<file path="config.mk">
export PLATFORM = sky130hd
export DESIGN_NAME = woa_pipe_flat
export DESIGN_NICKNAME = d
export VERILOG_FILES = /design/src/woa_pkg.sv /design/src/woa_rsp_if.sv /design/src/woa_pipe.sv /design/src/flat_wrapper.sv
export SDC_FILE = /design/constraint.sdc
export NUM_CORES = 1
export LEC_CHECK = 0
export ABC_AREA = 1
export BUFFER_PORTS_ARGS = -buffer_cell sky130_fd_sc_hd__buf_2
export CAP_MARGIN = 20
export CORE_AREA = 2 2 227 229
export DETAILED_ROUTE_END_ITERATION = 7
export DIE_AREA = 0 0 229 231
export GPL_TIMING_DRIVEN = 0
export PLACE_DENSITY = 0.68
export SYNTH_ARGS = -nofsm -noshare
export SYNTH_HDL_FRONTEND = slang
export SYNTH_SLANG_ARGS = --single-unit
export TNS_END_PERCENT = 5
</file>
<file path="constraint.sdc">
create_clock -name clock -period 11 [get_ports clock]
set_input_delay 1.1 -clock clock [delete_from_list [all_inputs] [get_ports clock]]
set_output_delay 1.1 -clock clock [all_outputs]
set_load 0.05 [all_outputs]
</file>
<file path="src/woa_pkg.sv">
package woa_pkg;

   localparam int MAX_FRAME_DEF = 1024;
   localparam int CFG_W         = 11;
   localparam int CSR_IDX_W     = 1;
   localparam int WIN_IDX_W     = 10;
   localparam int COEF_W        = 16;
   localparam int SAMPLE_W      = 32;
   localparam int CMD_W         = 2;
   localparam int WIN_SHIFT     = 15;

   localparam logic [CFG_W-1:0] FRAME_SIZE_RST = 11'd1024;
   localparam logic [CFG_W-1:0] HOP_SIZE_RST   = 11'd256;

   typedef enum logic [CMD_W-1:0] {
      CMD_LOAD   = 2'd0,
      CMD_SAMPLE = 2'd1,
      CMD_DRAIN  = 2'd2,
      CMD_NONE   = 2'd3
   } cmd_type;

   typedef enum logic [CSR_IDX_W-1:0] {
      CSR_FRAME_SIZE = 1'b0,
      CSR_HOP_SIZE   = 1'b1
   } csr_idx_type;

   typedef struct packed {
      logic valid;
      logic sample;
      logic emit;
      logic last;
      logic use_b;
   } op_type;

endpackage

</file>
<file path="src/woa_rsp_if.sv">
interface woa_rsp_if;
   logic                                valid;
   logic                                ready;
   logic signed [woa_pkg::SAMPLE_W-1:0] out_sample;
   logic                                last;

   modport source (output valid, out_sample, last, input ready);
   modport sink   (input valid, out_sample, last, output ready);
endinterface

</file>
<file path="src/woa_pipe.sv">
module woa_pipe #(
   parameter int MAX_FRAME = woa_pkg::MAX_FRAME_DEF
) (
   input  logic                                 clock,
   input  logic                                 reset,
   input  woa_pkg::op_type                      s0_op,
   input  logic [$clog2(MAX_FRAME)-1:0]         s0_addr_a,
   input  logic [$clog2(MAX_FRAME)-1:0]         s0_addr_b,
   input  logic signed [woa_pkg::SAMPLE_W-1:0]  s0_sample,
   input  logic signed [woa_pkg::COEF_W-1:0]    rd_coef,
   input  logic signed [woa_pkg::SAMPLE_W-1:0]  rd_a,
   input  logic signed [woa_pkg::SAMPLE_W-1:0]  rd_b,
   output logic                                 adv,
   output logic                                 wr_en,
   output logic [$clog2(MAX_FRAME)-1:0]         wr_addr,
   output logic signed [woa_pkg::SAMPLE_W-1:0]  wr_data,
   woa_rsp_if.source                            rsp_chan
);

   localparam int AW = $clog2(MAX_FRAME);
   localparam int SW = woa_pkg::SAMPLE_W;
   localparam int PW = woa_pkg::SAMPLE_W + woa_pkg::COEF_W;

   woa_pkg::op_type    s1_op_ff, s2_op_ff;
   logic [AW-1:0]      s1_addr_a_ff, s1_addr_b_ff, s2_addr_ff, lw_addr_ff;
   logic signed [SW-1:0] s1_sample_ff;
   logic signed [SW-1:0] s2_w_ff, s2_a_ff, s2_b_ff, lw_data_ff;
   logic signed [SW-1:0] rsp_data_ff;
   logic                 rsp_valid_ff, rsp_last_ff, lw_en_ff;

   logic signed [PW-1:0] prod;
   logic signed [SW-1:0] prod_lo, w_in, a_in, b_in;
   logic                 s2_we;

   assign adv = !rsp_valid_ff || rsp_chan.ready;

   assign s2_we   = s2_op_ff.valid && s2_op_ff.sample;
   assign wr_en   = adv && s2_we;
   assign wr_addr = s2_addr_ff;
   assign wr_data = s2_op_ff.use_b ? SW'(s2_b_ff + s2_w_ff) : s2_w_ff;

   // forward the write in flight, then the one just committed
   always_comb begin
      if (s2_we && (s2_addr_ff == s1_addr_a_ff)) begin
         a_in = wr_data;
      end else if (lw_en_ff && (lw_addr_ff == s1_addr_a_ff)) begin
         a_in = lw_data_ff;
      end else begin
         a_in = rd_a;
      end
      if (s2_we && (s2_addr_ff == s1_addr_b_ff)) begin
         b_in = wr_data;
      end else if (lw_en_ff && (lw_addr_ff == s1_addr_b_ff)) begin
         b_in = lw_data_ff;
      end else begin
         b_in = rd_b;
      end
   end

   assign prod    = PW'(rd_coef) * PW'(s1_sample_ff);
   assign prod_lo = prod[SW-1:0];
   assign w_in    = prod_lo >>> woa_pkg::WIN_SHIFT;

   always_ff @(posedge clock) begin
      if (reset) begin
         s1_op_ff     <= '0;
         s2_op_ff     <= '0;
         lw_en_ff     <= 1'b0;
         rsp_valid_ff <= 1'b0;
      end else if (adv) begin
         s1_op_ff     <= s0_op;
         s2_op_ff     <= s1_op_ff;
         lw_en_ff     <= s2_we;
         rsp_valid_ff <= s2_op_ff.valid && s2_op_ff.emit;
      end
   end

   always_ff @(posedge clock) begin
      if (adv) begin
         s1_addr_a_ff <= s0_addr_a;
         s1_addr_b_ff <= s0_addr_b;
         s1_sample_ff <= s0_sample;
         s2_addr_ff   <= s1_addr_a_ff;
         s2_w_ff      <= w_in;
         s2_a_ff      <= a_in;
         s2_b_ff      <= b_in;
         lw_addr_ff   <= s2_addr_ff;
         lw_data_ff   <= wr_data;
         rsp_data_ff  <= s2_a_ff;
         rsp_last_ff  <= s2_op_ff.last;
      end
   end

   assign rsp_chan.valid      = rsp_valid_ff;
   assign rsp_chan.out_sample = rsp_data_ff;
   assign rsp_chan.last       = rsp_last_ff;

endmodule

</file>
<file path="src/flat_wrapper.sv">
// flat-port wrapper written by rule: the top's interface ports become plain ports
module woa_pipe_flat 
#(
   parameter int MAX_FRAME = woa_pkg::MAX_FRAME_DEF
)
  (clock, reset, s0_op, s0_addr_a, s0_addr_b, s0_sample, rd_coef, rd_a, rd_b, adv, wr_en, wr_addr, wr_data, rsp_chan_valid, rsp_chan_out_sample, rsp_chan_last, rsp_chan_ready);
  woa_rsp_if rsp_chan_i ();
  input  logic clock;
  input  logic reset;
  input  woa_pkg::op_type s0_op;
  input  logic [$clog2(MAX_FRAME)-1:0] s0_addr_a;
  input  logic [$clog2(MAX_FRAME)-1:0] s0_addr_b;
  input  logic signed [woa_pkg::SAMPLE_W-1:0] s0_sample;
  input  logic signed [woa_pkg::COEF_W-1:0] rd_coef;
  input  logic signed [woa_pkg::SAMPLE_W-1:0] rd_a;
  input  logic signed [woa_pkg::SAMPLE_W-1:0] rd_b;
  output logic adv;
  output logic wr_en;
  output logic [$clog2(MAX_FRAME)-1:0] wr_addr;
  output logic signed [woa_pkg::SAMPLE_W-1:0] wr_data;
  output wire logic [$bits(rsp_chan_i.valid)-1:0] rsp_chan_valid;
  output wire logic [$bits(rsp_chan_i.out_sample)-1:0] rsp_chan_out_sample;
  output wire logic [$bits(rsp_chan_i.last)-1:0] rsp_chan_last;
  input wire logic [$bits(rsp_chan_i.ready)-1:0] rsp_chan_ready;
  assign rsp_chan_valid = rsp_chan_i.valid;
  assign rsp_chan_out_sample = rsp_chan_i.out_sample;
  assign rsp_chan_last = rsp_chan_i.last;
  assign rsp_chan_i.ready = rsp_chan_ready;
  woa_pipe #(.MAX_FRAME(MAX_FRAME)) u_core (.clock(clock), .reset(reset), .s0_op(s0_op), .s0_addr_a(s0_addr_a), .s0_addr_b(s0_addr_b), .s0_sample(s0_sample), .rd_coef(rd_coef), .rd_a(rd_a), .rd_b(rd_b), .adv(adv), .wr_en(wr_en), .wr_addr(wr_addr), .wr_data(wr_data), .rsp_chan(rsp_chan_i));
endmodule
</file>
== Word level (Yosys, flattened, before mapping) ==
Cells that the tools add are included.
Storage, ports and cells
  register bits: 230
  bits of input ports: 140
  output and inout bits: 78
Cells by class
  add/sub/neg operators: 1
  multipliers: 1
  equality and inequality tests: 4
  muxes and demuxes: 5
  reduce and logical (&&, ||, !) cells: 9
Operators with widths (number)
  2-to-1 mux 32 bit: 5
  equality test 10 bit: 4
  adder 32 x 17 -> 32 bit: 1
  multiplier 16 x 32 -> 32 bit: 1
  logical AND 1 bit: 7
  zero test 1 bit: 1
  logical OR 1 bit: 1

== Depth between registers and ports, before layout ==
  depth after elaboration: 4
  gate-level depth with buffers: 28
  depth with buffers taken out: 26

== Least setup slack after synthesis ==
No wires, ideal clock.
  path kind: in2out
  from: input port rsp_chan_ready
  to: output port adv
  arrival: 7.716 ns
  path slack: 2.184 ns
  stages: 3
  buffers on the path: 1
  path through: nor2_1 > inv_1 > clkbuf_1
Between the ends
  word-level cells in the longest chain between the ends: 1
RTL lines
  from (decl): line flat_wrapper.sv:24  | input wire logic [$bits(rsp_chan_i.ready)-1:0] rsp_chan_ready;
  logical OR 1 bit: line woa_pipe.sv:35  | assign adv = !rsp_valid_ff || rsp_chan.ready;
  to (decl): line flat_wrapper.sv:17  | output logic adv;
No other way between the ends.

== Worst setup path after layout ==
  from: input port rd_coef[2] in the netlist's numbering
  to: register u_core.s2_w_ff[16] (netlist name)
Between the ends
  word-level cells in the longest chain between the ends: 1
RTL lines
  from (decl): line flat_wrapper.sv:14  | input logic signed [woa_pkg::COEF_W-1:0] rd_coef;
  multiplier 16 x 32 -> 32 bit: line woa_pipe.sv:60  | assign prod = PW'(rd_coef) * PW'(s1_sample_ff);
  net u_core.prod[31]: line woa_pipe.sv:31  | logic signed [PW-1:0] prod;
The timed path passes the listed nets, and every way through them passes these cells.
A chain may end at the register's enable or synchronous reset.

==> qor.csv <==
stage,metric,value,unit
outcome,outcome,finished clean,
sta,max-slew violation count,0,
worst_setup_path,Crit Path Max Fanout,10,
global_routing,pin count of the biggest net entering global routing,74,
synthesis,Synth Cell Area,0.02494,mm²
clocking,total CTS buffers,26,
worst_setup_path,Setup CP Type,input pin to flop,
layout,"commonest non-fill, non-tap cell in the layout",nand2_1,
global_routing,initial antenna violation count,0,
worst_setup_path,cell family with most CP delay,adder cells,
synthesis,mux cell area share after synthesis,0,%
synthesis,Synth Register Bits,230,
die,die area,0.05290,mm²
synthesis,syn avg cell area,7.831,µm²
worst_setup_path,Worst R2R Path Depth,26,
worst_setup_path,slowest library cell on the worst path,clkbuf_1,
drt,DRC,0,
worst_setup_path,Levels on crit path,26,
die,IO Pins,218,
worst_setup_path,worst path required time,11280,ps
clocking,root buf cell,clkbuf_16,
sta,Setup Skew,11.05,ps
layout,filler instances,4954,
clocking,CTS tree,built,
synthesis,Synth cell types,50,
drt,vias,20532,
drt,Via density,4.976,
die,Die Y,231,µm
global_routing,first-pass GRT wire length,109.2,mm
clocking,htree depth,1,
worst_setup_path,CP Launch Point,rd_coef[2],
sta,Worst-Margin Slew,1127,ps
worst_setup_path,Worst R2R End,u_core.s2_w_ff[12]$_DFFE_PN_,
worst_setup_path,startpoint types,input pin,
clocking,CTS Hold Bufs,0,
placement,number of I/O port buffers,211,
sta,worst setup margin,3508,ps
sta,Slew HR,24.53,%
drt,initial drt markers,1350,
die,initial core utilization,49.22,%
clocking,Max clock buf depth,3,
drt,post-detailed-route wirelength per cell,16.72,µm
die,Rows,83,
die,core footprint,0.05068,mm²
hold_path,worst min path class,flop to flop,
layout,layout cells sized above 1,8.885,%
synthesis,Mapped Cells,3185,
synthesis,ys flop type,edfxtp_1,
worst_setup_path,Bufs and invs on worst path,9,
synthesis,Post-synth EDFFs,218,
die,die span in x,229,µm
placement,DPL Wire Length,56.91,mm
sta,fin crit share,68.11,%
placement,GP Congestion,0.9415,
synthesis,syn_nets,3749,
sta,RSZ-0062 raised after global routing,false,
sta,endpoints failing setup,0,
synthesis,XOR/XNOR Fraction of Synth Area,1.264,%
synthesis,Post-Synth Simple-Gate Area,22.00,%
clocking,postcts setup bufs,0,
placement,Setup WS pre-CTS,2881,ps
synthesis,Adder-Cell Fraction of Synth Area,30.42,%
clocking,cts repair resizes,0,
sta,Tmin final,7492,ps
clocking,clk sinks,230,
synthesis,Synth Area in Compound Gates,4.685,%
drt,Routed Wire Length,68.99,mm
sta,final hold violation count,0,
layout,fin nets,3991,
sta,Highest Clock Rate,133.5,MHz
worst_setup_path,crit-path max cell delay,780,ps
global_routing,Overflow after GRT,0,
synthesis,ys async rst share,0,%
synthesis,Synthesis Warnings,0,
worst_setup_path,Worst Setup End Kind,flop,
worst_setup_path,flop2flop setup slack,4290,ps
worst_setup_path,crit path DAT,7770,ps
global_routing,vias in the first global route,20637,
layout,Area Overhead vs Synth,11.31,%
synthesis,largest family of logic cells by synthesized area,adder cells,
global_routing,GRT Overall Usage,26.55,%
synthesis,register area share after synthesis,27.21,%
clocking,latest clock arrival within the worst-skew pair,560,ps
flow_run,# Max-Cap Violations,0,
clocking,Clock transition at path regs,60,ps
layout,"commonest non-fill, non-tap cells in the layout","1,022 x nand2_1, 830 x inv_1, 304 x fa_1",
drt,first drt pass iteration count,6,
drt,residual antenna-violating net count after detailed routing,0,
worst_setup_path,worst r2r src,u_core.s1_sample_ff[7]$_DFFE_PN_,
worst_setup_path,Worst Setup EP,u_core.s2_w_ff[16]$_DFFE_PN_,
==> layout make-up <==
| class | count | area [µm²] | area share (%) |
|---|---|---|---|
| timing repair buffer | 214 | 1139 | 4.101 |
| antenna | 2 | 5.005 | 0.01803 |
| clock buffer | 32 | 694.4 | 2.501 |
| inverter | 833 | 3127 | 11.26 |
| buffer | 111 | 475.5 | 1.713 |
| tap | 680 | 850.8 | 3.065 |
| clock inverter | 13 | 127.6 | 0.4597 |
| sequential | 230 | 6787 | 24.44 |
| multi-input combinational | 2011 | 14560 | 52.44 |
==> metrics by stage <==
stage / hold WS (ps) / cells / cell area (µm²) / utilization (%) / TNS, ps
floorplan: 400.3 / 3185 / 24940 / - / 0
global placement: 400.8 / 4076 / 26850 / 52.98 / -1731
detailed placement: 404.5 / 4079 / 26940 / 53.15 / 0
CTS: 420.5 / 4124 / 27760 / 54.77 / 0
global route: 424.5 / 4124 / 27760 / 54.77 / 0
finish: 420.4 / 4126 / 27760 / 54.78 / 0
==> Yosys cell counts (all sizes together) (2+ instances only) <==
master / n / area share, %
o211ai: 24 / 0.72
nor2: 129 / 2.0
nand3b: 9 / 0.27
a31oi: 8 / 0.20
o21bai: 7 / 0.21
a21o: 11 / 0.33
nor3b: 2 / 0.080
fa: 304 / 24
buf: 31 / 0.68
nand2: 1025 / 15
a21oi: 60 / 1.2
xnor2: 19 / 0.67
nor3: 23 / 0.55
dfxtp: 12 / 0.96
inv: 832 / 13
nand4: 28 / 0.70
o21a: 2 / 0.060
edfxtp: 218 / 26
clkbuf: 80 / 1.2
a21boi: 6 / 0.18
o2111ai: 3 / 0.11
nor4: 7 / 0.24
and2: 7 / 0.18
o21ai: 77 / 1.5
ha: 120 / 6.0
xor2: 17 / 0.60
nand3: 107 / 2.3
or2: 11 / 0.28
==> worst min path at each step <==
stage	from	endpoint	slack, ps	cells past startpoint
floorplan	u_core.s2_a_ff[0]$_DFFE_PN_	u_core.rsp_chan.out_sample[0]$_DFFE_PN_	400	0
global placement	u_core.s2_a_ff[23]$_DFFE_PN_	u_core.rsp_chan.out_sample[23]$_DFFE_PN_	400	0
detailed placement	u_core.s2_a_ff[12]$_DFFE_PN_	u_core.rsp_chan.out_sample[12]$_DFFE_PN_	400	0
CTS	u_core.s2_a_ff[24]$_DFFE_PN_	u_core.rsp_chan.out_sample[24]$_DFFE_PN_	420	0
global route	u_core.s2_a_ff[19]$_DFFE_PN_	u_core.rsp_chan.out_sample[19]$_DFFE_PN_	420	0
finish	u_core.s2_a_ff[23]$_DFFE_PN_	u_core.rsp_chan.out_sample[23]$_DFFE_PN_	420	0
==> metal layers <==
layer | global-route usage, % | wire, µm | up-vias
li1 | - | - | 9974
met1 | 32.90 | 27820 | 9640
met2 | 46.15 | 33100 | 734
met3 | 3.644 | 4662 | 184
met4 | 12.18 | 3408 | 0
met5 | 0 | 0 | -
==> cells by family (layout without fill, tap and decap cells) <==
group | after synthesis | after routing
xor+xnor | 36 | 36
flops | 230 | 230
buf+inv | 944 | 1203
simple gates | 1349 | 1349
fa+ha+maj | 424 | 424
compound gates | 202 | 202
other cells | 0 | 2
==> registers in the layout (all words and copies together) (netlist names) <==
signal	cells
u_core.lw_data_ff	32
u_core.rsp_chan.out_sample	32
u_core.s1_sample_ff	32
u_core.s2_a_ff	32
u_core.s2_b_ff	32
u_core.s2_w_ff	17
u_core.lw_addr_ff	10
u_core.s1_addr_a_ff	10
u_core.s1_addr_b_ff	10
u_core.wr_addr	10
u_core.s1_op_ff	5
u_core.s2_op_ff	5
u_core.lw_en_ff	1
u_core.rsp_chan.last	1
u_core.rsp_chan.valid	1
==> worst register-to-register path: cells and delay by family (launching register included) <==
family | cells | cell delay (ps)
flops | 1 | 320
buf+inv | 7 | 1340
simple gates | 10 | 1000
compound gates | 2 | 520
fa+ha+maj | 7 | 3300
Power is left out: the tool's default activity adds up to more than one toggle a clock period on the data nets, which glitch-free logic cannot reach.
