===== config.mk =====
export PLATFORM = sky130hd
export DESIGN_NAME = woa_ctrl_flat
export DESIGN_NICKNAME = d
export VERILOG_FILES = /design/src/woa_pkg.sv /design/src/woa_req_if.sv /design/src/woa_ctrl.sv /design/src/flat_wrapper.sv
export SDC_FILE = /design/constraint.sdc
export NUM_CORES = 1
export LEC_CHECK = 0
export ABC_AREA = 1
export BUFFER_PORTS_ARGS = -buffer_cell sky130_fd_sc_hd__buf_2
export CORE_ASPECT_RATIO = 1.1
export CORE_UTILIZATION = 53
export CTS_CLUSTER_DIAMETER = 40
export DETAILED_ROUTE_END_ITERATION = 8
export GPL_ROUTABILITY_DRIVEN = 0
export PLACE_DENSITY = 0.85
export SYNTH_ARGS = -nofsm -noshare
export SYNTH_HDL_FRONTEND = slang
export SYNTH_SLANG_ARGS = --single-unit

===== constraint.sdc =====
create_clock -name clock -period 6 [get_ports clock]
set_clock_uncertainty 0.1 [all_clocks]
set_input_delay 0.3 -clock clock [delete_from_list [all_inputs] [get_ports clock]]
set_output_delay 0.3 -clock clock [all_outputs]
set_load 0.03 [all_outputs]

===== src/woa_pkg.sv =====
package woa_pkg;

   localparam int MAX_FRAME_DEF = 1024;
   localparam int CFG_W         = 11;
   localparam int CSR_IDX_W     = 1;
   localparam int WIN_IDX_W     = 10;
   localparam int COEF_W        = 16;
   localparam int SAMPLE_W      = 32;
   localparam int CMD_W         = 2;
   localparam int WIN_SHIFT     = 15;

   localparam logic [CFG_W-1:0] FRAME_SIZE_RST = 11'd1024;
   localparam logic [CFG_W-1:0] HOP_SIZE_RST   = 11'd256;

   typedef enum logic [CMD_W-1:0] {
      CMD_LOAD   = 2'd0,
      CMD_SAMPLE = 2'd1,
      CMD_DRAIN  = 2'd2,
      CMD_NONE   = 2'd3
   } cmd_type;

   typedef enum logic [CSR_IDX_W-1:0] {
      CSR_FRAME_SIZE = 1'b0,
      CSR_HOP_SIZE   = 1'b1
   } csr_idx_type;

   typedef struct packed {
      logic valid;
      logic sample;
      logic emit;
      logic last;
      logic use_b;
   } op_type;

endpackage


===== src/woa_req_if.sv =====
interface woa_req_if;
   logic                                valid;
   logic                                ready;
   logic [woa_pkg::CMD_W-1:0]           cmd;
   logic [woa_pkg::WIN_IDX_W-1:0]       win_index;
   logic signed [woa_pkg::COEF_W-1:0]   win_coef;
   logic signed [woa_pkg::SAMPLE_W-1:0] sample;

   modport source (output valid, cmd, win_index, win_coef, sample, input ready);
   modport sink   (input valid, cmd, win_index, win_coef, sample, output ready);
endinterface


===== src/woa_ctrl.sv =====
module woa_ctrl #(
   parameter int MAX_FRAME = woa_pkg::MAX_FRAME_DEF
) (
   input  logic                                 clock,
   input  logic                                 reset,
   woa_req_if.sink                              req_chan,
   input  logic                                 csr_we,
   input  logic [woa_pkg::CSR_IDX_W-1:0]        csr_index,
   input  logic [woa_pkg::CFG_W-1:0]            csr_wdata,
   input  logic                                 adv,
   output woa_pkg::op_type                      op,
   output logic [$clog2(MAX_FRAME)-1:0]         addr_a,
   output logic [$clog2(MAX_FRAME)-1:0]         addr_b,
   output logic signed [woa_pkg::SAMPLE_W-1:0]  sample,
   output logic                                 rd_en,
   output logic                                 win_we,
   output logic [$clog2(MAX_FRAME)-1:0]         win_addr,
   output logic signed [woa_pkg::COEF_W-1:0]    win_data,
   output logic                                 clr_en,
   output logic [$clog2(MAX_FRAME)-1:0]         clr_addr
);

   localparam int AW  = $clog2(MAX_FRAME);
   localparam int FW  = $clog2(MAX_FRAME + 1);
   localparam int XW  = (FW > woa_pkg::CFG_W) ? FW : woa_pkg::CFG_W;
   localparam int IXW = (FW > woa_pkg::WIN_IDX_W) ? FW : woa_pkg::WIN_IDX_W;

   typedef enum logic [1:0] {
      ST_CLEAR = 2'b01,
      ST_RUN   = 2'b10
   } state_type;

   state_type                  state_ff, state_in;
   logic [AW-1:0]              clr_addr_ff, clr_addr_in;
   logic [woa_pkg::CFG_W-1:0]  frame_size_ff, frame_size_in;
   logic [woa_pkg::CFG_W-1:0]  hop_size_ff, hop_size_in;
   logic [AW-1:0]              pos_ff, pos_in;
   logic [AW-1:0]              drain_ff, drain_in;
   logic                       first_ff, first_in;

   logic [XW-1:0]              fsz_x, hsz_x, max_x, f_x, h_x;
   logic [FW-1:0]              f, h, p_w, d_w, p_next, d_next;
   logic [IXW-1:0]             idx_x;
   logic                       accept, wrap_p, wrap_d, is_sample, is_drain, is_load;

   assign max_x = XW'(MAX_FRAME);
   assign fsz_x = XW'(frame_size_ff);
   assign hsz_x = XW'(hop_size_ff);

   always_comb begin
      if (fsz_x == '0) begin
         f_x = XW'(1);
      end else if (fsz_x > max_x) begin
         f_x = max_x;
      end else begin
         f_x = fsz_x;
      end
      if (hsz_x == '0) begin
         h_x = XW'(1);
      end else if (hsz_x > f_x) begin
         h_x = f_x;
      end else begin
         h_x = hsz_x;
      end
   end

   assign f      = FW'(f_x);
   assign h      = FW'(h_x);
   assign p_w    = FW'(pos_ff);
   assign d_w    = FW'(drain_ff);
   assign p_next = FW'(p_w + FW'(1));
   assign d_next = FW'(d_w + FW'(1));
   assign wrap_p = p_next >= f;
   assign wrap_d = d_next >= f;

   assign req_chan.ready = (state_ff == ST_RUN) && adv;
   assign accept         = req_chan.valid && req_chan.ready;

   assign is_load   = accept && (woa_pkg::cmd_type'(req_chan.cmd) == woa_pkg::CMD_LOAD);
   assign is_sample = accept && (woa_pkg::cmd_type'(req_chan.cmd) == woa_pkg::CMD_SAMPLE);
   assign is_drain  = accept && (woa_pkg::cmd_type'(req_chan.cmd) == woa_pkg::CMD_DRAIN);

   always_comb begin
      op.valid  = is_sample || is_drain;
      op.sample = is_sample;
      op.emit   = is_drain || (is_sample && !first_ff && (p_w < h));
      op.last   = is_drain && wrap_d;
      op.use_b  = p_w < FW'(f - h);
   end

   assign addr_a = is_sample ? pos_ff : drain_ff;
   assign addr_b = AW'(p_w + h);
   assign sample = req_chan.sample;
   assign rd_en  = accept;

   assign idx_x    = IXW'(req_chan.win_index);
   assign win_we   = is_load && (idx_x < IXW'(MAX_FRAME));
   assign win_addr = AW'(idx_x);
   assign win_data = req_chan.win_coef;

   assign clr_en   = state_ff == ST_CLEAR;
   assign clr_addr = clr_addr_ff;

   always_comb begin
      state_in      = state_ff;
      clr_addr_in   = clr_addr_ff;
      frame_size_in = frame_size_ff;
      hop_size_in   = hop_size_ff;
      pos_in        = pos_ff;
      drain_in      = drain_ff;
      first_in      = first_ff;

      case (state_ff)
         ST_CLEAR: begin
            clr_addr_in = AW'(clr_addr_ff + AW'(1));
            if (clr_addr_ff == AW'(MAX_FRAME - 1)) begin
               state_in = ST_RUN;
            end
         end
         ST_RUN: begin
            clr_addr_in = clr_addr_ff;
         end
         default: begin
            state_in = ST_CLEAR;
         end
      endcase

      if (is_sample) begin
         if (wrap_p) begin
            pos_in   = '0;
            first_in = 1'b0;
         end else begin
            pos_in = AW'(p_next);
         end
      end
      if (is_drain) begin
         drain_in = wrap_d ? '0 : AW'(d_next);
      end

      if (csr_we) begin
         case (woa_pkg::csr_idx_type'(csr_index))
            woa_pkg::CSR_FRAME_SIZE: begin
               frame_size_in = csr_wdata;
               pos_in        = '0;
               drain_in      = '0;
            end
            woa_pkg::CSR_HOP_SIZE: begin
               hop_size_in = csr_wdata;
               pos_in      = '0;
               drain_in    = '0;
            end
            default: begin
               frame_size_in = frame_size_ff;
            end
         endcase
      end
   end

   always_ff @(posedge clock) begin
      if (reset) begin
         state_ff      <= ST_CLEAR;
         clr_addr_ff   <= '0;
         frame_size_ff <= woa_pkg::FRAME_SIZE_RST;
         hop_size_ff   <= woa_pkg::HOP_SIZE_RST;
         pos_ff        <= '0;
         drain_ff      <= '0;
         first_ff      <= 1'b1;
      end else begin
         state_ff      <= state_in;
         clr_addr_ff   <= clr_addr_in;
         frame_size_ff <= frame_size_in;
         hop_size_ff   <= hop_size_in;
         pos_ff        <= pos_in;
         drain_ff      <= drain_in;
         first_ff      <= first_in;
      end
   end

endmodule


===== src/flat_wrapper.sv =====
// flat-port wrapper written by rule: the top's interface ports become plain ports
module woa_ctrl_flat 
#(
   parameter int MAX_FRAME = woa_pkg::MAX_FRAME_DEF
)
  (clock, reset, csr_we, csr_index, csr_wdata, adv, op, addr_a, addr_b, sample, rd_en, win_we, win_addr, win_data, clr_en, clr_addr, req_chan_valid, req_chan_cmd, req_chan_win_index, req_chan_win_coef, req_chan_sample, req_chan_ready);
  woa_req_if req_chan_i ();
  input  logic clock;
  input  logic reset;
  input  logic csr_we;
  input  logic [woa_pkg::CSR_IDX_W-1:0] csr_index;
  input  logic [woa_pkg::CFG_W-1:0] csr_wdata;
  input  logic adv;
  output woa_pkg::op_type op;
  output logic [$clog2(MAX_FRAME)-1:0] addr_a;
  output logic [$clog2(MAX_FRAME)-1:0] addr_b;
  output logic signed [woa_pkg::SAMPLE_W-1:0] sample;
  output logic rd_en;
  output logic win_we;
  output logic [$clog2(MAX_FRAME)-1:0] win_addr;
  output logic signed [woa_pkg::COEF_W-1:0] win_data;
  output logic clr_en;
  output logic [$clog2(MAX_FRAME)-1:0] clr_addr;
  input wire logic [$bits(req_chan_i.valid)-1:0] req_chan_valid;
  input wire logic [$bits(req_chan_i.cmd)-1:0] req_chan_cmd;
  input wire logic [$bits(req_chan_i.win_index)-1:0] req_chan_win_index;
  input wire logic [$bits(req_chan_i.win_coef)-1:0] req_chan_win_coef;
  input wire logic [$bits(req_chan_i.sample)-1:0] req_chan_sample;
  output wire logic [$bits(req_chan_i.ready)-1:0] req_chan_ready;
  assign req_chan_i.valid = req_chan_valid;
  assign req_chan_i.cmd = req_chan_cmd;
  assign req_chan_i.win_index = req_chan_win_index;
  assign req_chan_i.win_coef = req_chan_win_coef;
  assign req_chan_i.sample = req_chan_sample;
  assign req_chan_ready = req_chan_i.ready;
  woa_ctrl #(.MAX_FRAME(MAX_FRAME)) u_core (.clock(clock), .reset(reset), .req_chan(req_chan_i), .csr_we(csr_we), .csr_index(csr_index), .csr_wdata(csr_wdata), .adv(adv), .op(op), .addr_a(addr_a), .addr_b(addr_b), .sample(sample), .rd_en(rd_en), .win_we(win_we), .win_addr(win_addr), .win_data(win_data), .clr_en(clr_en), .clr_addr(clr_addr));
endmodule

# [Yosys cells after proc, flatten, opt, wreduce, memory -nomap -nowiden]
# Cells that the tools add are included.
[word_totals] ff_bits=55 out_inout_bits=97 elab_cells=56
[op_classes] addsub=5 magnitude_cmp=7 eq_ne=6 muxes=9 n_bitwise=2 n_reduce_logical=20
[ops] op="2-to-1 mux 11 bit" n=4
[ops] op="2-to-1 mux 10 bit" n=3
[ops] op="adder 10 x 1 -> 11 bit, second input constant" n=2
[ops] op=">= comparator 11 bit" n=2
[ops] op="logical NOT 11 bit" n=2
[ops] op="less-than comparator 10 x 11 -> 1 bit" n=2
[ops] op="greater-than comparator 11 bit" n=1
[ops] op="greater-than comparator 11 bit, second input constant" n=1
[ops] op="less-than comparator 10 x 11 -> 1 bit, second input constant" n=1
[ops] op="subtractor 11 bit" n=1
[ops] op="adder 10 x 1 -> 10 bit, second input constant" n=1
[ops] op="adder 10 bit" n=1
[ops] op="== test 10 bit, second input constant" n=1
[ops] op="logical AND 1 bit" n=9
[ops] op="AND reduction 2 bit" n=4
[ops] op="== test 2 x 1 -> 1 bit, second input constant" n=2
[ops] op="== test 2 bit, second input constant" n=2
[ops] op="case mux 2 bit (2 select lines)" n=1
[ops] op="logical NOT 2 bit" n=1
[ops] op="logical OR 1 bit" n=2
[ops] op="2-to-1 mux 2 bit" n=1
[ops] op="!= test 2 x 1 -> 1 bit, second input constant" n=1
[ops] op="NOT 1 bit" n=2
[ops] op="OR reduction 2 bit" n=1
[ops] op="logical NOT 1 bit" n=1

# [Longest topological paths before layout]
# Gate-level depths: netlist (run 1).
[depth] depth_word=9 depth_mapped=35

# [Least setup slack after synthesis (run 1)]
# Ideal clock, no wire load.
[synth_timing] path_kind="register to output" startpoint="register u_core.frame_size_ff[7] in the netlist's numbering" endpoint="output port op[0] in the netlist's numbering" arrival_time_ps=4288 path_slack_ps=1312 path_stages_with_launch=33 path_cell_list="dfxtp_1 inv_1 nand4_2 o21ai_2 inv_2 nor2_1 inv_1 ha_1 nand2_1 nor2_1 nor2_2 nor2_2 nor2_2 nand2_2 nand2_2 buf_6 o21ai_0 ha_1 inv_1 fa_1 a21oi_1 xor2_1 ha_1 nand2_1 inv_1 nor2_1 o21a_1 nand2_1 nand2_1 nand2_1 nand2_1 nand2_1 nand3_1"
[synth_lines] item="start: declaration" line="woa_ctrl.sv:35" source="logic [woa_pkg::CFG_W-1:0] frame_size_ff, frame_size_in;"
[synth_lines] item="start signal: assignment" line="woa_ctrl.sv:163" source="frame_size_ff <= woa_pkg::FRAME_SIZE_RST;"
[synth_lines] item="start signal: assignment" line="woa_ctrl.sv:171" source="frame_size_ff <= frame_size_in;"
[synth_lines] item="end: declaration" line="flat_wrapper.sv:14" source="output woa_pkg::op_type op;"

==> out/summary.log, run 1 <==
INFO  outcome        run_status=finished clean
INFO  cts            clockRootBuffer=sky130_fd_sc_hd__clkbuf_16
INFO  yosys          synthesis.area_per_instance=6.68µm²
INFO  worst_setup_path worst-path-max-fanout=11
INFO  sta            tightest_slew=0.928ns
INFO  floorplan      rows=39
INFO  global_route   grt_usage=0.254
INFO  sta            timing.fmax=181MHz
INFO  placed_design  dp_hpwl=10800µm
INFO  floorplan      die_w=100µm
INFO  cts            cts_tree=built
INFO  placed_design  place.port_buffers=57
INFO  global_route   grt_first_pass_wirelength=22200µm
INFO  cts            ctsHtreeMaxLevel=2
INFO  pwr            p_leak=2.89nW
INFO  worst_setup_path crit_path_max_incr_delay=0.46ns
INFO  pwr            cellPowerDensity=201nW/µm²
INFO  yosys          synth_cell_type_count=40
INFO  layout         layout-drive-gt1-share=0.128
INFO  yosys          synth_seq_cells=55
INFO  detailed_routing number_of_remaining_drc_errors=0
INFO  detailed_routing detailedRoute.firstIterationViolations=446
INFO  yosys          synthesis.instances=842
INFO  global_route   antenna_violations_before_repair=0
INFO  worst_setup_path crit_family=simple AND/OR/NAND/NOR gates
INFO  worst_setup_path cpMostUsedCell=sky130_fd_sc_hd__nand2_1
INFO  detailed_routing detail_route.wl_per_cell=14.1µm
INFO  sta            period_needed=5.52ns
INFO  sta            report.final.hold_viol_count=0
INFO  floorplan      core-area=10300µm²
INFO  worst_setup_path class_of_the_most_critical_setup_path=reg2out
INFO  global_route   grt_overflow=0
INFO  worst_setup_path critical_path_buf_inv_count=6
INFO  yosys          syn-cell-area=5630µm²
INFO  placed_design  worst_slack_placed=0.791ns
INFO  worst_setup_path crit_slowest_cell=sky130_fd_sc_hd__fa_1
INFO  worst_setup_path critPathArrivalTime=5.12ns
INFO  yosys          synth.yosys.seq_area_share=0.196
INFO  layout         layout.core_utilization=0.554
INFO  layout         finish.net_count=986
INFO  cts            clk_pin_slew=0.07ns
INFO  layout         layout-area-overhead-vs-synth=1.87%
INFO  floorplan      die_area=11000µm²
INFO  worst_setup_path critical_path.startpoint_type=flip-flop
INFO  yosys          synth_warnings=0
INFO  sta            setup-violations-final=0
INFO  sta            finalWorstSetupSlack=0.484ns
INFO  cts            max-clock-path-buffers=2
INFO  floorplan      floorplan.initialDensity=0.544
INFO  cts            hold_buffers=0
INFO  cts            worstSkewPairLatency=0.29ns
INFO  yosys          yosys.area.top_type_share=0.196
INFO  detailed_routing finalWirelength=13700µm
INFO  global_route   grt_start_max_net_pins=32
INFO  yosys          syn-num-nets=999
INFO  worst_setup_path critical_path_required=5.60ns
INFO  detailed_routing drt-pass1-iter-count=5
INFO  sta            maxSlewViolCount=0
INFO  detailed_routing remaining_number_of_nets_flagged_by_the_antenna_check_after_routing=0
INFO  min_path       worst_hold_path_type=in2reg
INFO  detailed_routing via_count=5285
INFO  sta            final.period_utilization=0.919
INFO  sta            slew_headroom=0.380
INFO  cts            clock_sinks=55
INFO  yosys          synth_largest_area_cell=sky130_fd_sc_hd__dfxtp_1
INFO  yosys          synth.area.top_cells=sky130_fd_sc_hd__dfxtp_1, sky130_fd_sc_hd__ha_1, sky130_fd_sc_hd__nand2_1
INFO  global_route   first_global_vias=4830
INFO  detailed_routing vias_per_instance=5.43
INFO  pwr            vdd_ir_drop_max=128µV
INFO  worst_setup_path worstSetupEndpointType=output pin
INFO  floorplan      die-height=110µm
INFO  floorplan      design.portCount=174
INFO  layout         antennaDiodeCount=0
INFO  run            cap_violations=0
INFO  cts            cts-buffers-inserted=5
## tightest hold or removal path, delay by kind of cell
| family | cells | cell delay (ns) |
|---|---|---|
| buf+inv | 1 | 0.09 |
| simple gates | 2 | 0.10 |
## through the flow
stage | TNS [ns] | hold WS (ns) | power [W] | area (µm²) | instances
2_1_floorplan | 0 | 0.272 | 0.000814 | 5630 | 842
3_3_place_gp | 0 | 0.331 | 0.000826 | 5550 | 964
3_5_place_dp | 0 | 0.339 | 0.000836 | 5550 | 964
4_1_cts | 0 | 0.122 | 0.00115 | 5710 | 972
5_1_grt | -0.0368 | 0.132 | 0.00123 | 5730 | 973
6_report | 0 | 0.126 | 0.00115 | 5730 | 973
## metal layers
| layer | track usage | part of all wire |
|---|---|---|
| met1 | 0.311 | 0.42 |
| met2 | 0.436 | 0.47 |
| met3 | 0.0448 | 0.076 |
| met4 | 0.113 | 0.035 |
| met5 | 0 | 0 |
## state kept, by name (all words and copies together) (netlist names)
signal and flops:
u_core.pos_ff 10, u_core.drain_ff 10, u_core.hop_size_ff 11, u_core.clr_addr 10
u_core.first_ff 1, u_core.frame_size_ff 11, u_core.state_ff 2
## cell usage after synthesis
cell,count
sky130_fd_sc_hd__nand2_4,1
sky130_fd_sc_hd__nor3b_1,1
sky130_fd_sc_hd__nand4_2,1
sky130_fd_sc_hd__o21a_1,4
sky130_fd_sc_hd__o21ai_0,46
sky130_fd_sc_hd__buf_6,2
sky130_fd_sc_hd__o211ai_1,2
sky130_fd_sc_hd__a21oi_1,74
sky130_fd_sc_hd__inv_2,5
sky130_fd_sc_hd__nor2_2,15
sky130_fd_sc_hd__and3_1,1
sky130_fd_sc_hd__nor3_1,10
sky130_fd_sc_hd__nor3_2,4
sky130_fd_sc_hd__a211oi_1,1
sky130_fd_sc_hd__a221oi_1,2
sky130_fd_sc_hd__nand3b_1,2
sky130_fd_sc_hd__o21ai_2,1
sky130_fd_sc_hd__ha_1,78
sky130_fd_sc_hd__a21o_1,2
sky130_fd_sc_hd__o21ai_1,9
sky130_fd_sc_hd__nor4_1,1
sky130_fd_sc_hd__buf_2,6
sky130_fd_sc_hd__nand2_1,165
sky130_fd_sc_hd__fa_1,2
sky130_fd_sc_hd__nor2_4,1
sky130_fd_sc_hd__nor2_1,68
sky130_fd_sc_hd__nand3_1,26
sky130_fd_sc_hd__xnor2_1,5
sky130_fd_sc_hd__dfxtp_1,55
sky130_fd_sc_hd__a31oi_1,1
sky130_fd_sc_hd__nand4_1,28
sky130_fd_sc_hd__and2_4,1
sky130_fd_sc_hd__xor2_1,21
sky130_fd_sc_hd__buf_4,61
sky130_fd_sc_hd__nand2_2,5
sky130_fd_sc_hd__inv_1,117
sky130_fd_sc_hd__o21bai_1,3
sky130_fd_sc_hd__clkbuf_1,9
sky130_fd_sc_hd__o31ai_1,4
sky130_fd_sc_hd__clkinv_1,2
## repair_timing
item | 4_1_cts | 5_1_grt
setup endpoints to repair | 0 | 1
buffers inserted | 0 | 1
gates resized for setup | 0 | 7
## power by group
part           switching, W  internal (W)  total (W)
registers        0.00000996      0.000376   0.000386
logic              0.000299      0.000158   0.000457
clock network      0.000133      0.000178   0.000311
total              0.000442      0.000712    0.00115
## layout make-up
class	count	area, µm²
Multi-Input combinational cell	585	3530
Sequential cell	55	1100
Inverter	124	468
Timing Repair Buffer	58	293
Clock buffer	7	153
Clock inverter	1	7.51
Tap cell	143	179
Fill cell	1033	4610
## cell usage in the layout, fill, tap and decap left out, types with 2 or more instances in the layout
cell                        netlist  final
sky130_fd_sc_hd__o211ai_1         2      2
sky130_fd_sc_hd__xor2_1          21     21
sky130_fd_sc_hd__dfxtp_1         55     55
sky130_fd_sc_hd__nand3_1         26     26
sky130_fd_sc_hd__nand4_1         28     28
sky130_fd_sc_hd__nor3_1          10     10
sky130_fd_sc_hd__o21ai_0         46     46
sky130_fd_sc_hd__fa_1             2      2
sky130_fd_sc_hd__buf_2            6     57
sky130_fd_sc_hd__inv_2            5      4
sky130_fd_sc_hd__o21ai_1          9      9
sky130_fd_sc_hd__o21bai_1         3      3
sky130_fd_sc_hd__a221oi_1         2      2
sky130_fd_sc_hd__inv_1          117    117
sky130_fd_sc_hd__clkbuf_8         0      2
sky130_fd_sc_hd__nand2_1        165    165
sky130_fd_sc_hd__nor3_2           4      4
sky130_fd_sc_hd__nand3b_1         2      2
sky130_fd_sc_hd__xnor2_1          5      5
sky130_fd_sc_hd__a21oi_1         74     74
sky130_fd_sc_hd__nor2_1          68     62
sky130_fd_sc_hd__clkinv_1         2      2
sky130_fd_sc_hd__clkbuf_16        0      5
sky130_fd_sc_hd__o31ai_1          4      4
sky130_fd_sc_hd__o21a_1           4      4
sky130_fd_sc_hd__nor2_2          15     21
sky130_fd_sc_hd__ha_1            78     78
sky130_fd_sc_hd__a21o_1           2      2
sky130_fd_sc_hd__nand2_2          5      5
## path summary, 6_finish.rpt
check                           slack (ns)                    start                     to  cells past startpoint
worst max-delay path                  0.48  u_core.frame_size_ff[7]                  op[0]                     33
worst min-delay path                  0.13             csr_wdata[8]  u_core.hop_size_ff[8]                      3
worst max register to register        2.91         u_core.pos_ff[4]        u_core.first_ff                     15
worst min register to register        0.38          u_core.first_ff        u_core.first_ff                      2
## logic make-up (layout without fill, tap and decap cells)
| logic type | after synthesis | in the layout | synth area share |
|---|---|---|---|
| AND/OR/NAND/NOR | 330 | 330 | 0.262 |
| AO/OA/AOI/OAI | 149 | 149 | 0.142 |
| adder cells (fa/ha/maj) | 80 | 80 | 0.181 |
| flip-flops | 55 | 55 | 0.196 |
| XOR/XNOR | 26 | 26 | 0.0405 |
| buffers and inverters | 202 | 190 | 0.179 |
(Power assumes the default switching activity.)
==> run 2, diff against run 1 <==
--- a/config.mk
+++ b/config.mk
@@ -7,7 +7,7 @@
 export LEC_CHECK = 0
 export ABC_AREA = 1
 export BUFFER_PORTS_ARGS = -buffer_cell sky130_fd_sc_hd__buf_2
-export CORE_ASPECT_RATIO = 1.1
+export CORE_ASPECT_RATIO = 0.9
 export CORE_UTILIZATION = 53
 export CTS_CLUSTER_DIAMETER = 40
 export DETAILED_ROUTE_END_ITERATION = 8
==> constraint.sdc (replaced) <==
create_clock -name clock -period 5.75 [get_ports clock]
set_clock_uncertainty 0.1 [all_clocks]
set_input_delay 0.2875 -clock clock [delete_from_list [all_inputs] [get_ports clock]]
set_output_delay 0.2875 -clock clock [all_outputs]
set_load 0.03 [all_outputs]
==> run 2 against run 1 <==
Effect of this change:
- routed wire length is 0.99% higher
- sequential power is 4% higher
- utilization is 0.20 points higher
- die area hardly changed
- non-clock buffer count is 1 lower
- highest routed layer unchanged
==> out/summary.log, run 2 (synthesized netlist as in run 1, its figures left out) <==
INFO  worst_setup_path critPathArrivalTime=5.06ns
INFO  global_route   grt_overflow=0
INFO  worst_setup_path crit_path_max_incr_delay=0.37ns
INFO  sta            finalWorstSetupSlack=0.305ns
INFO  detailed_routing detailedRoute.firstIterationViolations=437
INFO  sta            final.period_utilization=0.947
INFO  layout         layout.core_utilization=0.556
INFO  detailed_routing finalWirelength=13900µm
INFO  global_route   first_global_vias=4858
INFO  pwr            totalPowerFinal=0.00121W
INFO  worst_setup_path crit_slowest_cell=sky130_fd_sc_hd__ha_1
INFO  pwr            cell_internal_pwr=0.000732W
INFO  pwr            comb_power_share=0.405
INFO  sta            maxSlewViolCount=0
INFO  worst_setup_path critical_path_buf_inv_count=7
INFO  worst_setup_path worst-path-max-fanout=11
INFO  floorplan      design.portCount=174
INFO  sta            timing.fmax=184MHz
INFO  cts            cts-buffers-inserted=5
INFO  sta            report.final.hold_viol_count=0
INFO  worst_setup_path cpMostUsedCell=sky130_fd_sc_hd__nand2_1
INFO  floorplan      die_area=11000µm²
INFO  cts            clockRootBuffer=sky130_fd_sc_hd__clkbuf_16
INFO  worst_setup_path worstSetupEndpointType=output pin
INFO  pwr            clkPwrFrac=0.262
INFO  pwr            cellPowerDensity=212nW/µm²
INFO  pwr            total_net_switching_power=0.000481W
INFO  global_route   grt_start_max_net_pins=32
INFO  min_path       worst_hold_path_type=in2reg
INFO  floorplan      floorplan.initialDensity=0.547
INFO  placed_design  worst_slack_placed=0.579ns
INFO  floorplan      die-height=99.7µm
INFO  cts            cts_resized=0
INFO  cts            clock_sinks=55
INFO  pwr            p_leak=2.88nW
INFO  layout         final_common_cell=sky130_fd_sc_hd__nand2_1
INFO  pwr            vdd_ir_drop_max=128µV
INFO  sta            hold-worst-slack=0.106ns
INFO  detailed_routing remaining_number_of_nets_flagged_by_the_antenna_check_after_routing=0
INFO  sta            finalSetupTns=0ns
INFO  detailed_routing vias_per_instance=5.48
INFO  sta            tightest_slew=0.940ns
INFO  floorplan      core-area=10300µm²
INFO  worst_setup_path critical_path_required=5.36ns
INFO  cts            max-clock-path-buffers=2
INFO  global_route   grt_first_pass_wirelength=23100µm
INFO  cts            hold_buffers=0
INFO  layout         layout_common_cells=sky130_fd_sc_hd__nand2_1, sky130_fd_sc_hd__inv_1, sky130_fd_sc_hd__ha_1
INFO  detailed_routing via_count=5250
INFO  sta            setup-violations-final=0
INFO  placed_design  place.port_buffers=57
INFO  global_route   grt_usage=0.254
INFO  layout         layout-area-overhead-vs-synth=1.71%
INFO  floorplan      die_w=111µm
INFO  cts            clk_pin_slew=0.08ns
INFO  floorplan      rows=35
INFO  layout         layout-drive-gt1-share=0.129
INFO  detailed_routing drt-pass1-iter-count=5
INFO  worst_setup_path crit_family=simple AND/OR/NAND/NOR gates
INFO  sta            period_needed=5.44ns
INFO  cts            ctsHtreeMaxLevel=2
INFO  placed_design  dp_hpwl=10900µm
INFO  worst_setup_path critical_path.startpoint_type=flip-flop
INFO  cts            cts_tree=built
INFO  sta            slew_headroom=0.372
INFO  cts            worstSkewPairLatency=0.30ns
INFO  pwr            proportion_of_total_power_due_to_net_switching=0.396
INFO  layout         finish.net_count=985
INFO  cts            cts_setup_buffers=0
INFO  detailed_routing number_of_remaining_drc_errors=0
INFO  global_route   antenna_violations_before_repair=0
INFO  detailed_routing detail_route.wl_per_cell=14.5µm
INFO  outcome        run_status=finished clean
INFO  run            cap_violations=0
INFO  layout         antennaDiodeCount=0
INFO  layout         layout_top_registers=u_core.frame_size_ff: 11 flops, u_core.hop_size_ff: 11 flops
INFO  worst_setup_path class_of_the_most_critical_setup_path=reg2out
INFO  pwr            sequentialPowerShare=0.333
## run 2: changes by cell type in the layout (fill, tap and decap cells not counted)
cell / delta
sky130_fd_sc_hd__nand2_4: +1
sky130_fd_sc_hd__nor2_2: -1
sky130_fd_sc_hd__o21ai_0: -1
sky130_fd_sc_hd__clkinv_4: +1
sky130_fd_sc_hd__a21oi_1: -1
sky130_fd_sc_hd__nor2_4: +2
sky130_fd_sc_hd__buf_4: -1
sky130_fd_sc_hd__nand2_2: -1
sky130_fd_sc_hd__a21oi_2: +1
sky130_fd_sc_hd__o21ai_1: +1
sky130_fd_sc_hd__clkbuf_8: -1
sky130_fd_sc_hd__nor2_1: -1
## run 2: power groups by stage
stage | combinational, W | clock, W | sequential (W)
global placement | 0.000459 | 0 | 0.000412
global route | 0.000548 | 0.000336 | 0.000404
floorplan | 0.000438 | 0 | 0.000412
CTS | 0.000474 | 0.000321 | 0.000403
detailed placement | 0.000467 | 0 | 0.000412
finish | 0.000491 | 0.000318 | 0.000403
## run 2: per-stage QoR
stage | std cells | cell area [µm²]
final | 958 | 5720
after global routing | 958 | 5720
after CTS | 958 | 5680
after detailed placement | 950 | 5530
after global placement | 950 | 5530
after floorplan | 842 | 5630
## run 2: routing by layer
metal,vias up,GRT usage,part of all wire
li1,2646,-,-
met1,2365,0.332,0.45
met2,201,0.421,0.45
met3,38,0.0445,0.074
met4,0,0.0933,0.025
met5,-,0,0
## run 2: layout make-up
cell class	count	area (µm²)
tap	129	161
clock inverter	2	16.3
inverter	124	468
timing repair buffer	57	285
sequential	55	1100
multi-input combinational	585	3550
fill	967	4570
clock buffer	6	139
## run 2: worst reg2reg max path: cells and delay by family, from the launching register on
| kind | cells | cell delay, ns |
|---|---|---|
| flip-flops | 1 | 0.30 |
| AO/OA/AOI/OAI | 3 | 0.42 |
| buffers and inverters | 3 | 0.42 |
| AND/OR/NAND/NOR | 9 | 1.36 |
| adder cells (fa/ha/maj) | 1 | 0.34 |
## run 2: path summary, 6_finish.rpt
kind / from / endpoint / slack, ns / cells after the start
max: u_core.frame_size_ff[7] / op[0] / 0.31 / 35
min reg2reg: u_core.first_ff / u_core.first_ff / 0.38 / 2
max reg2reg: u_core.frame_size_ff[7] / u_core.first_ff / 2.76 / 16
min: csr_wdata[8] / u_core.hop_size_ff[8] / 0.11 / 3
